<file path="src/hw/rtl/bmhpq_pkg.sv">
// Shared types and codes for the min-priority queue (sorted key chain).
// No dependencies. Imported by bmhpq_cell and binary_min_heap_priority_queue_core.
package bmhpq_pkg;

  localparam int unsigned KeyW = 32;
  localparam int unsigned OccW = 7;
  localparam int unsigned CapW = 7;

  // Request operation codes
  typedef enum logic {
    OP_INSERT  = 1'b0,
    OP_EXTRACT = 1'b1
  } bmhpq_opcode_e;

  // Result status codes
  typedef enum logic [1:0] {
    ST_DONE  = 2'd0,
    ST_FULL  = 2'd1,
    ST_EMPTY = 2'd2
  } bmhpq_status_e;

  // Register indexes on the configuration port
  localparam logic [1:0] RegCapacityAddr = 2'd0;

  // Operation broadcast to every cell of the chain
  typedef struct packed {
    logic                   ins;
    logic                   ext;
    logic signed [KeyW-1:0] key;
  } bmhpq_op_t;

endpackage

</file>
<file path="src/hw/rtl/bmhpq_cell.sv">
// One slot of the sorted key chain: holds a key, compares it with the
// broadcast insert key and trades keys with its two neighbors.
// Depends on bmhpq_pkg.
module bmhpq_cell #(
  parameter int unsigned CW  = 7,
  parameter int unsigned IDX = 0
) (
  input  logic                            clk_i,
  input  bmhpq_pkg::bmhpq_op_t            op_i,
  input  logic [CW-1:0]                   count_i,
  input  logic signed [bmhpq_pkg::KeyW-1:0] prev_key_i,
  input  logic                            prev_lt_i,
  input  logic signed [bmhpq_pkg::KeyW-1:0] next_key_i,
  output logic signed [bmhpq_pkg::KeyW-1:0] key_o,
  output logic                            lt_o
);
  import bmhpq_pkg::*;

  logic signed [KeyW-1:0] key_q, key_d;
  logic                   occupied;
  logic                   lt;

  // Slot holds a key when its position is below the element count
  assign occupied = (count_i > CW'(IDX));
  // New key goes at or before this slot
  assign lt = !occupied || (op_i.key < key_q);

  // Insert: take the new key at the boundary, shift right after it.
  // Extract: shift left by one.
  always_comb begin
    key_d = key_q;
    if (op_i.ins && lt) begin
      if (!prev_lt_i) begin
        key_d = op_i.key;
      end else begin
        key_d = prev_key_i;
      end
    end else if (op_i.ext) begin
      key_d = next_key_i;
    end
  end

  always_ff @(posedge clk_i) begin
    key_q <= key_d;
  end

  assign key_o = key_q;
  assign lt_o  = lt;

endmodule

</file>
<file path="config.mk">
export PLATFORM = sky130hd
export DESIGN_NAME = bmhpq_cell
export DESIGN_NICKNAME = d
export VERILOG_FILES = /design/src/hw/rtl/bmhpq_pkg.sv /design/src/hw/rtl/bmhpq_cell.sv
export SDC_FILE = /design/constraint.sdc
export NUM_CORES = 1
export LEC_CHECK = 0
export ABC_CLOCK_PERIOD_IN_PS = 7350
export BUFFER_PORTS_ARGS = -buffer_cell sky130_fd_sc_hd__buf_2
export CELL_PAD_IN_SITES_DETAIL_PLACEMENT = 1
export CELL_PAD_IN_SITES_GLOBAL_PLACEMENT = 2
export CORE_MARGIN = 2
export CORE_UTILIZATION = 30
export DETAILED_ROUTE_END_ITERATION = 7
export PLACE_DENSITY_LB_ADDON = 0.25
export SLEW_MARGIN = 0
export SYNTH_ARGS = -nofsm -noshare
export SYNTH_HDL_FRONTEND = slang
export SYNTH_SLANG_ARGS = --single-unit
</file>
<file path="constraint.sdc">
create_clock -name clk_i -period 7.35 [get_ports clk_i]
set_clock_uncertainty 0.1 [all_clocks]
set_input_delay 1.1025 -clock clk_i [delete_from_list [all_inputs] [get_ports clk_i]]
set_output_delay 1.1025 -clock clk_i [all_outputs]
set_load 0.02 [all_outputs]
</file>
==> results.py, run 1 <==
metrics = {
    "routing": {
        "dr.pass1.iters": 4,
        "drc_errors": 0,
        "via_per_inst": 4.75,
        "antenna_left": 0,
        "first_iter_violations": 40,
        "wl_um": 7110,
        "wl_per_cell_um": 15.0,
        "dr_total_vias": 2254,
    },
    "logic_synthesis": {
        "async_reset_ff_frac": 0,
        "ys_seq_area_frac": 0.350,
        "synth_cell_types": 36,
        "synth.avg_cell_area_um2": 12.1,
        "synthTopCellsByArea": "edfxtp_1, mux2_4, mux2_2, ha_1, inv_1",
        "synth_top_cell_area_share": 0.350,
        "synth_top_area_cell": "edfxtp_1",
        "synth_edf_count": 32,
        "syn_nets": 364,
        "synth-seq-cells": 32,
        "syn_inst": 226,
        "ys.flop_type": "edfxtp_1",
        "syn_area_mm2": 0.00274,
        "yosys_warnings": 0,
    },
    "timing": {
        "min_period_ps": 4050,
        "setup_viol": 0,
        "setup_tns_ps": 0,
        "worst_pin_slew_ps": 779,
        "maxSlewHeadroom": 0.480,
        "rsz0062_at_grt": "no",
        "fin_crit_sh": 0.551,
        "whs_ps": 1010,
        "slew_violations": 0,
        "hold_violations": 0,
        "fmax_ghz": 0.247,
    },
    "clocking": {
        "postCtsSetupRepairBufs": 0,
        "clk_pin_slew_ps": 70,
        "cts_hold_buf": 0,
        "cts_buffers": 5,
        "clkLatencyLatePin_ps": 290,
        "numClockSinks": 32,
        "post_cts_resized": 0,
        "cts_max_level": 2,
        "cts_tree": "done",
        "cts_root_buf": "clkbuf_8",
        "cts_buffer_depth": 2,
    },
    "setup_path": {
        "worstPathMaxFanout": 3,
        "rr_endpoint": "key_o[25]",
        "required_ps": 6150,
        "rrSetupSlack_ps": 4150,
        "endpoint_kind": "output pin",
        "critPathKind": "in2out",
        "critPathTopFamily": "compound AO/OA/AOI/OAI gates",
        "worstPathArrival_ps": 2840,
        "rr_worst_depth": 9,
        "path_buf_inv": 2,
        "slowest_stage": "ha_1",
        "r2r-start": "key_o[31]",
        "critPathMaxStageDelay_ps": 300,
        "cp-start-kind": "input pin",
        "crit_chain": "buf_2 -> ha_1 -> a21o_1 -> a21o_1 -> a221o_1 -> a22oi_1 -> a21oi_1 -> a31oi_1 -> buf_2",
        "path_depth": 9,
    },
    "worst_hold_path": {
        "hold_depth": 2,
        "hp-class": "in2reg",
        "hp-start": "next_key_i[6]",
        "min_to": "key_o[6]",
    },
    "cells_and_area": {
        "fin_nets": 504,
        "largest_reg_flops": 32,
        "area_growth_pct": 31.7,
        "drive_gt1_frac": 0.586,
        "nFillCells": 1035,
        "antenna_cells": 0,
    },
    "global_route": {
        "grt_pass1_vias": 2430,
        "grt_first_pass_wirelength_um": 11500,
        "track_usage": 0.146,
        "grt_antenna_before_repair": 0,
        "grt-ovfl-total": 0,
        "grt_max_degree": 33,
    },
    "power_and_ir_drop": {
        "p_leak_nw": 1.82,
        "peakVddDrop_uv": 80.0,
        "power_density_mw_per_mm2": 225,
    },
    "floorplanning": {
        "start_util": 0.311,
        "io-pin-count": 140,
        "rows": 34,
        "die_h_um": 99.6,
        "dieArea_mm2": 0.00992,
        "core-area_mm2": 0.00881,
        "die_x_um": 99.6,
    },
    "placed_design": {
        "finalWeightedCongestion": 0.708,
        "port_buffers": 139,
        "hpwl_um": 5800,
    },
    "run": {
        "cap_violations": 0,
    },
    "outcome": {
        "status": "finished clean",
    },
}
[how the worst max path moves through the flow]
stage,start,slack [ps],end
after floorplan,op_i[13],3370,key_o[0]
after global placement,op_i[31],3220,key_o[24]
after detailed placement,op_i[31],3250,key_o[4]
after CTS,op_i[31],3270,lt_o
after global routing,op_i[31],3140,lt_o
final,op_i[13],3300,lt_o
[kinds of logic after synthesis]
family,count (synthesis),share of synthesized area
adder cells (fa/ha/maj),31,0.141
AND/OR/NAND/NOR,31,0.0652
flip-flops,32,0.350
multiplexers,64,0.302
AO/OA/AOI/OAI,27,0.0639
buffers and inverters,41,0.0766
[metrics by stage]
stage | power, mW | instance area [um2] | instances | worst slack (ps) | utilization
floorplan | 0.553 | 2740 | 226 | 3370 | -
global placement | 0.648 | 3500 | 467 | 3220 | 0.398
detailed placement | 0.656 | 3500 | 467 | 3250 | 0.398
CTS | 0.833 | 3610 | 475 | 3270 | 0.410
global route | 0.872 | 3610 | 475 | 3140 | 0.410
finish | 0.812 | 3610 | 475 | 3300 | 0.410
[cell usage after synthesis, drive strengths merged (2+ instances only)]
| cell type | number |
|---|---|
| a21o | 2 |
| a21oi | 11 |
| and2 | 2 |
| and3 | 2 |
| buf | 4 |
| clkbuf | 4 |
| edfxtp | 32 |
| ha | 31 |
| inv | 33 |
| mux2 | 64 |
| nand2 | 8 |
| nand2b | 2 |
| nand4 | 5 |
| nor2 | 4 |
| nor4 | 2 |
| o21ai | 4 |
[report_power, final]
| group | internal, mW | leakage [nW] | switching (mW) |
|---|---|---|---|
| clock | 0.101 | 0.0552 | 0.0701 |
| combinational | 0.173 | 1.44 | 0.195 |
| sequential | 0.256 | 0.319 | 0.0182 |
| total | 0.529 | 1.82 | 0.283 |
[routing by layer]
| metal | global-route usage | wire length [um] | part of all wire |
|---|---|---|---|
| met5 | 0 | 0 | 0 |
| met4 | 0.0316 | 44 | 0.0062 |
| met3 | 0.0464 | 583 | 0.082 |
| met2 | 0.270 | 3630 | 0.51 |
| met1 | 0.164 | 2850 | 0.40 |
[layout make-up]
type	count	area, um2	share of cell area
clock buffer	6	72.6	0.0201
clock inverter	2	35.0	0.00970
inverter	33	124	0.0343
multi-input combinational	153	1570	0.436
sequential	32	961	0.266
tap	108	135	0.0374
timing repair buffer	141	711	0.197
[cell usage in the layout (no fill, tap or decap), types with 2 or more instances in the layout]
master and n:
buf_2 139, mux2_2 35, inv_1 33, edfxtp_1 32
ha_1 31, mux2_4 29, a21oi_1 11, nand2_1 8
clkbuf_8 5, nand4_1 4, nor2_1 4, o21ai_0 4
nand2b_1 2, and3_1 2, a21o_1 2, and2_1 2
buf_4 2
Power figures use the tool's default switching activity.
==> run 2: changes to the inputs <==
--- a/config.mk
+++ b/config.mk
@@ -5,12 +5,13 @@
 export SDC_FILE = /design/constraint.sdc
 export NUM_CORES = 1
 export LEC_CHECK = 0
-export ABC_CLOCK_PERIOD_IN_PS = 7350
+export ABC_AREA = 1
+export ABC_CLOCK_PERIOD_IN_PS = 3930
 export BUFFER_PORTS_ARGS = -buffer_cell sky130_fd_sc_hd__buf_2
 export CELL_PAD_IN_SITES_DETAIL_PLACEMENT = 1
 export CELL_PAD_IN_SITES_GLOBAL_PLACEMENT = 2
 export CORE_MARGIN = 2
-export CORE_UTILIZATION = 30
+export CORE_UTILIZATION = 25
 export DETAILED_ROUTE_END_ITERATION = 7
 export PLACE_DENSITY_LB_ADDON = 0.25
 export SLEW_MARGIN = 0
==> constraint.sdc (replaced) <==
create_clock -name clk_i -period 3.93 [get_ports clk_i]
set_clock_uncertainty 0.1 [all_clocks]
set_input_delay 0.5895 -clock clk_i [delete_from_list [all_inputs] [get_ports clk_i]]
set_output_delay 0.5895 -clock clk_i [all_outputs]
set_load 0.02 [all_outputs]
==> results.py, run 2 <==
metrics = {
    "timing": {
        "fmax_ghz": 0.334,
        "setup_viol": 0,
        "maxSlewHeadroom": 0.429,
        "slew_violations": 0,
        "min_period_ps": 3000,
        "setup_tns_ps": 0,
        "hold_violations": 0,
        "worst_pin_slew_ps": 857,
        "rsz0062_at_grt": "no",
        "fin_crit_sh": 0.762,
    },
    "logic_synthesis": {
        "synth_edf_count": 32,
        "synth.avg_cell_area_um2": 8.48,
        "synth_top_area_cell": "edfxtp_1",
        "ys_seq_area_frac": 0.361,
        "synthTopCellsByArea": "edfxtp_1, ha_1, nand2_1, mux2_2, nand3_1",
        "async_reset_ff_frac": 0,
        "synth_cell_types": 22,
        "synth-seq-cells": 32,
        "yosysMostFrequentCell": "nand2_1",
        "syn_inst": 314,
        "syn_nets": 452,
        "syn_area_mm2": 0.00266,
        "yosys_warnings": 0,
        "synthTopCellsByCount": "nand2_1, inv_1, nand3_1, edfxtp_1",
        "synth_top_cell_area_share": 0.361,
        "ys.flop_type": "edfxtp_1",
    },
    "clocking": {
        "clkLatencyLatePin_ps": 290,
        "cts_hold_buf": 0,
        "cts_max_level": 2,
        "cts_tree": "done",
        "cts_root_buf": "clkbuf_8",
        "cts_buffer_depth": 2,
        "postCtsSetupRepairBufs": 0,
        "numClockSinks": 32,
        "cts_buffers": 5,
        "post_cts_resized": 0,
        "clk_pin_slew_ps": 70,
    },
    "outcome": {
        "status": "finished clean",
    },
    "power_and_ir_drop": {
        "peakVddDrop_uv": 114,
        "p_int_mw": 0.895,
        "power_switching_mw": 0.663,
        "pwr-share-seq": 0.349,
        "pwr-share-comb": 0.492,
        "p_leak_nw": 1.93,
        "power_density_mw_per_mm2": 435,
        "switching_share": 0.426,
        "clkPwrFrac": 0.158,
    },
    "routing": {
        "drc_errors": 0,
        "dr_total_vias": 2617,
        "antenna_left": 0,
        "wl_per_cell_um": 14.7,
        "first_iter_violations": 148,
        "via_per_inst": 4.47,
        "dr.pass1.iters": 4,
        "wl_um": 8590,
    },
    "global_route": {
        "track_usage": 0.151,
        "grt-ovfl-total": 0,
        "grt_first_pass_wirelength_um": 13400,
        "grt_antenna_before_repair": 0,
        "grt_pass1_vias": 2682,
        "grt_max_degree": 34,
    },
    "setup_path": {
        "crit_path_start": "op_i[31]",
        "cp-endpoint": "lt_o",
        "r2r-start": "key_o[31]",
        "rr_worst_depth": 13,
        "critPathKind": "in2out",
        "worstPathMaxFanout": 19,
        "rrSetupSlack_ps": 1170,
        "endpoint_kind": "output pin",
        "required_ps": 3240,
        "cp-start-kind": "input pin",
        "worstPathArrival_ps": 2310,
        "rr_endpoint": "key_o[22]",
    },
    "worst_hold_path": {
        "hp-start": "next_key_i[5]",
        "hp-class": "in2reg",
    },
    "floorplanning": {
        "die_x_um": 107,
        "start_util": 0.258,
        "die_h_um": 107,
        "core-area_mm2": 0.0103,
        "dieArea_mm2": 0.0115,
        "rows": 37,
        "io-pin-count": 140,
    },
    "run": {
        "cap_violations": 0,
    },
    "cells_and_area": {
        "nFillCells": 1290,
        "fin_area_mm2": 0.00358,
        "fin_nets": 587,
        "largest_reg_flops": 32,
        "register_area_um2": 961,
        "drive_gt1_frac": 0.409,
        "final_common_cell": "buf_2",
        "antenna_cells": 0,
        "multi_input_area_mm2": 0.00148,
        "area_growth_pct": 34.4,
        "final_cell_mix": "buf_2, nand2_1, inv_1",
    },
    "placed_design": {
        "finalWeightedCongestion": 0.771,
        "port_buffers": 139,
        "dpl_cell_area_mm2": 0.00349,
        "hpwl_um": 6690,
    },
}
==> run 2: power by group through the flow <==
stage	logic, mW	registers [mW]	clock network (mW)
global route	0.869	0.556	0.271
floorplan	0.400	0.653	0
finish	0.767	0.544	0.247
global placement	0.762	0.554	0
CTS	0.785	0.547	0.260
detailed placement	0.780	0.554	0
==> run 2: metal layers <==
layer | vias up | global-route usage | part of all wire
li1 | 1323 | - | -
met1 | 1186 | 0.195 | 0.45
met2 | 104 | 0.255 | 0.47
met3 | 4 | 0.0359 | 0.080
met4 | 0 | 0.0334 | 0.0068
met5 | - | 0 | 0
==> run 2: worst min path at each step <==
stage | end | cells after the start | slack [ps]
after floorplan | key_o[0] | 2 | 670
after global placement | key_o[13] | 3 | 760
after detailed placement | key_o[25] | 3 | 760
after CTS | key_o[5] | 3 | 450
after global routing | key_o[4] | 3 | 450
final | key_o[5] | 3 | 460
==> run 2: final cells by class <==
| cell class | count | share of cell area |
|---|---|---|
| Clock inverter | 3 | 0.00385 |
| Inverter | 41 | 0.0430 |
| Sequential cell | 32 | 0.269 |
| Multi-Input combinational cell | 227 | 0.413 |
| Tap cell | 136 | 0.0476 |
| Timing Repair Buffer | 142 | 0.204 |
| Clock buffer | 5 | 0.0192 |
==> run 2: critical path, cell delays in order <==
cell and delay [ps]:
buf_2 110, ha_1 360, nand4_1 120, inv_1 90, nand4_2 100, a21oi_1 190, nor2_1 90, nand3_1 130
nand3_4 260, buf_2 270
==> run 2: kinds of logic after synthesis <==
kind of cell | share of synthesized area
AOI/OAI and AO/OA | 0.0451
muxes | 0.131
buffers and inverters | 0.0832
DFF | 0.361
and+or+nand+nor | 0.234
adders and majority gates | 0.146
==> run 2: stage by stage <==
step	util	total power [mW]	worst slack, ps	std cells	hold WS (ps)
final	0.347	1.56	934	586	463
after global routing	0.347	1.70	671	586	454
after detailed placement	0.339	1.33	824	578	763
after floorplan	-	1.05	886	314	668
after global placement	0.339	1.32	905	578	756
after CTS	0.347	1.59	892	586	454
==> run 3: changes to the inputs <==
--- a/config.mk
+++ b/config.mk
@@ -6,12 +6,12 @@
 export NUM_CORES = 1
 export LEC_CHECK = 0
 export ABC_AREA = 1
-export ABC_CLOCK_PERIOD_IN_PS = 3930
+export ABC_CLOCK_PERIOD_IN_PS = 2490
 export BUFFER_PORTS_ARGS = -buffer_cell sky130_fd_sc_hd__buf_2
 export CELL_PAD_IN_SITES_DETAIL_PLACEMENT = 1
 export CELL_PAD_IN_SITES_GLOBAL_PLACEMENT = 2
 export CORE_MARGIN = 2
-export CORE_UTILIZATION = 25
+export CORE_UTILIZATION = 22
 export DETAILED_ROUTE_END_ITERATION = 7
 export PLACE_DENSITY_LB_ADDON = 0.25
 export SLEW_MARGIN = 0
==> constraint.sdc (replaced) <==
create_clock -name clk_i -period 2.49 [get_ports clk_i]
set_clock_uncertainty 0.1 [all_clocks]
set_input_delay 0.3735 -clock clk_i [delete_from_list [all_inputs] [get_ports clk_i]]
set_output_delay 0.3735 -clock clk_i [all_outputs]
set_load 0.02 [all_outputs]
==> results.py, run 3 (synthesized netlist as in run 2, its figures left out) <==
metrics = {
    "outcome": {
        "status": "finished clean",
    },
    "routing": {
        "dr_total_vias": 2676,
        "wl_um": 9220,
        "via_per_inst": 4.38,
        "drc_errors": 0,
        "dr.pass1.iters": 4,
        "antenna_left": 0,
        "wl_per_cell_um": 15.1,
        "first_iter_violations": 60,
    },
    "timing": {
        "slew_violations": 0,
        "fmax_ghz": 0.408,
        "worst_pin_slew_ps": 492,
        "maxSlewHeadroom": 0.672,
        "min_period_ps": 2450,
        "layout_setup_ws_ps": 38.5,
        "setup_viol": 0,
        "setup_tns_ps": 0,
        "hold_violations": 0,
        "rsz0062_at_grt": "yes",
        "fin_crit_sh": 0.985,
    },
    "clocking": {
        "cts_buffers": 5,
        "clkLatencyLatePin_ps": 270,
        "clk_pin_slew_ps": 60,
        "cts_tree": "done",
        "cts_max_level": 2,
        "cts_buffer_depth": 2,
        "cts_hold_buf": 0,
        "numClockSinks": 32,
        "cts_root_buf": "clkbuf_16",
    },
    "floorplanning": {
        "die_x_um": 114,
        "start_util": 0.223,
        "rows": 40,
        "die_h_um": 114,
        "dieArea_mm2": 0.0130,
        "io-pin-count": 140,
        "core-area_mm2": 0.0119,
    },
    "cells_and_area": {
        "final_common_cell": "buf_2",
        "final_core_util": 0.334,
        "nFillCells": 1434,
        "drive_gt1_frac": 0.468,
        "fin_nets": 601,
        "largest_reg_flops": 32,
        "antenna_cells": 0,
        "final_cell_mix": "buf_2, nand2_1, inv_1",
        "area_growth_pct": 49.6,
    },
    "setup_path": {
        "endpoint_kind": "flop",
        "crit_chain": "inv_1 -> ha_1 -> a21oi_1 -> o21ai_1 -> nand2_1 -> o211ai_1 -> nor2_2 -> nand3_1 -> nand3_4 -> buf_6 -> nand2_8 -> nand2_8 -> clkbuf_16",
        "worstPathArrival_ps": 2340,
        "required_ps": 2380,
        "critPathMaxStageDelay_ps": 390,
        "rr_worst_depth": 13,
        "cp-start-kind": "flop",
        "worstPathMaxFanout": 8,
        "cpMostUsedCell": "nand2_8",
        "critPathKind": "reg2reg",
        "slowest_stage": "edfxtp_1",
    },
    "power_and_ir_drop": {
        "pwr-share-seq": 0.291,
        "pwr-share-comb": 0.509,
        "p_int_mw": 1.78,
        "power_density_mw_per_mm2": 742,
        "switching_share": 0.396,
        "power_mw": 2.95,
        "clkPwrFrac": 0.200,
        "peakVddDrop_uv": 223,
        "p_leak_nw": 2.08,
        "power_switching_mw": 1.17,
    },
    "global_route": {
        "track_usage": 0.137,
        "grt-ovfl-total": 0,
        "grt_max_degree": 25,
        "grt_pass1_vias": 2793,
        "grt_first_pass_wirelength_um": 13900,
        "grt_antenna_before_repair": 0,
    },
    "placed_design": {
        "dp_slack_ps": -86.8,
        "hpwl_um": 7320,
        "finalWeightedCongestion": 0.724,
        "port_buffers": 139,
    },
    "run": {
        "cap_violations": 0,
    },
    "worst_hold_path": {
        "hp-class": "in2reg",
        "hold_depth": 3,
    },
}
run 3: cell count changes in the layout (fill, tap and decap cells not counted), sizes merged:
cell    delta
buf       +11
clkinv     -2
clkbuf     +5
run 3: final timing paths:
kind         slack, ps            from         to
min                260  next_key_i[20]  key_o[20]
max reg2reg         40       key_o[27]  key_o[28]
min reg2reg       1240       key_o[31]  key_o[25]
max                 40       key_o[27]  key_o[28]
run 3: per-stage QoR:
step                      cell area, um2  cells  hold slack [ps]
final                               3980    611              263
after global routing                3980    611              272
after CTS                           3810    606              257
after detailed placement            3610    596              545
after global placement              3610    596              542
after floorplan                     2670    314              452
run 3: layer usage:
metal  track usage  vias to the layer above  routed length [um]
li1              -                     1359                   -
met1         0.185                     1218                4400
met2         0.221                       95                4130
met3        0.0377                        4                 630
met4        0.0293                        0                  61
met5             0                        -                   0
run 3: power by group through the flow:
| stage | clock network [mW] | registers, mW | logic [mW] |
|---|---|---|---|
| after floorplan | 0 | 1.03 | 0.635 |
| after global placement | 0 | 0.872 | 1.28 |
| after detailed placement | 0 | 0.873 | 1.31 |
| after CTS | 0.609 | 0.865 | 1.38 |
| after global routing | 0.626 | 0.880 | 1.68 |
| final | 0.590 | 0.860 | 1.50 |
run 3: what timing repair did:
action                     CTS  global route
setup endpoints to repair    1            65
cloned                       0             3
pin swaps                    3             8
setup buffers                2             2
gates resized for setup     11            20
run 3: worst max-delay path, delay by kind of cell, from the launching register on:
family | cells | cell delay [ps]
AO/OA/AOI/OAI | 3 | 350
adder cells (fa/ha/maj) | 1 | 230
flip-flops | 1 | 390
buffers and inverters | 3 | 380
AND/OR/NAND/NOR | 6 | 720
run 3: layout make-up:
type / instances / area (um2) / share of cell area
repair buffers: 156 / 936 / 0.235
multi-input cells: 227 / 1610 / 0.404
well taps: 147 / 184 / 0.0462
clock inverters: 1 / 3.75 / 0.000943
flip-flops and latches: 32 / 961 / 0.241
inverters: 41 / 154 / 0.0387
clock buffers: 7 / 133 / 0.0333
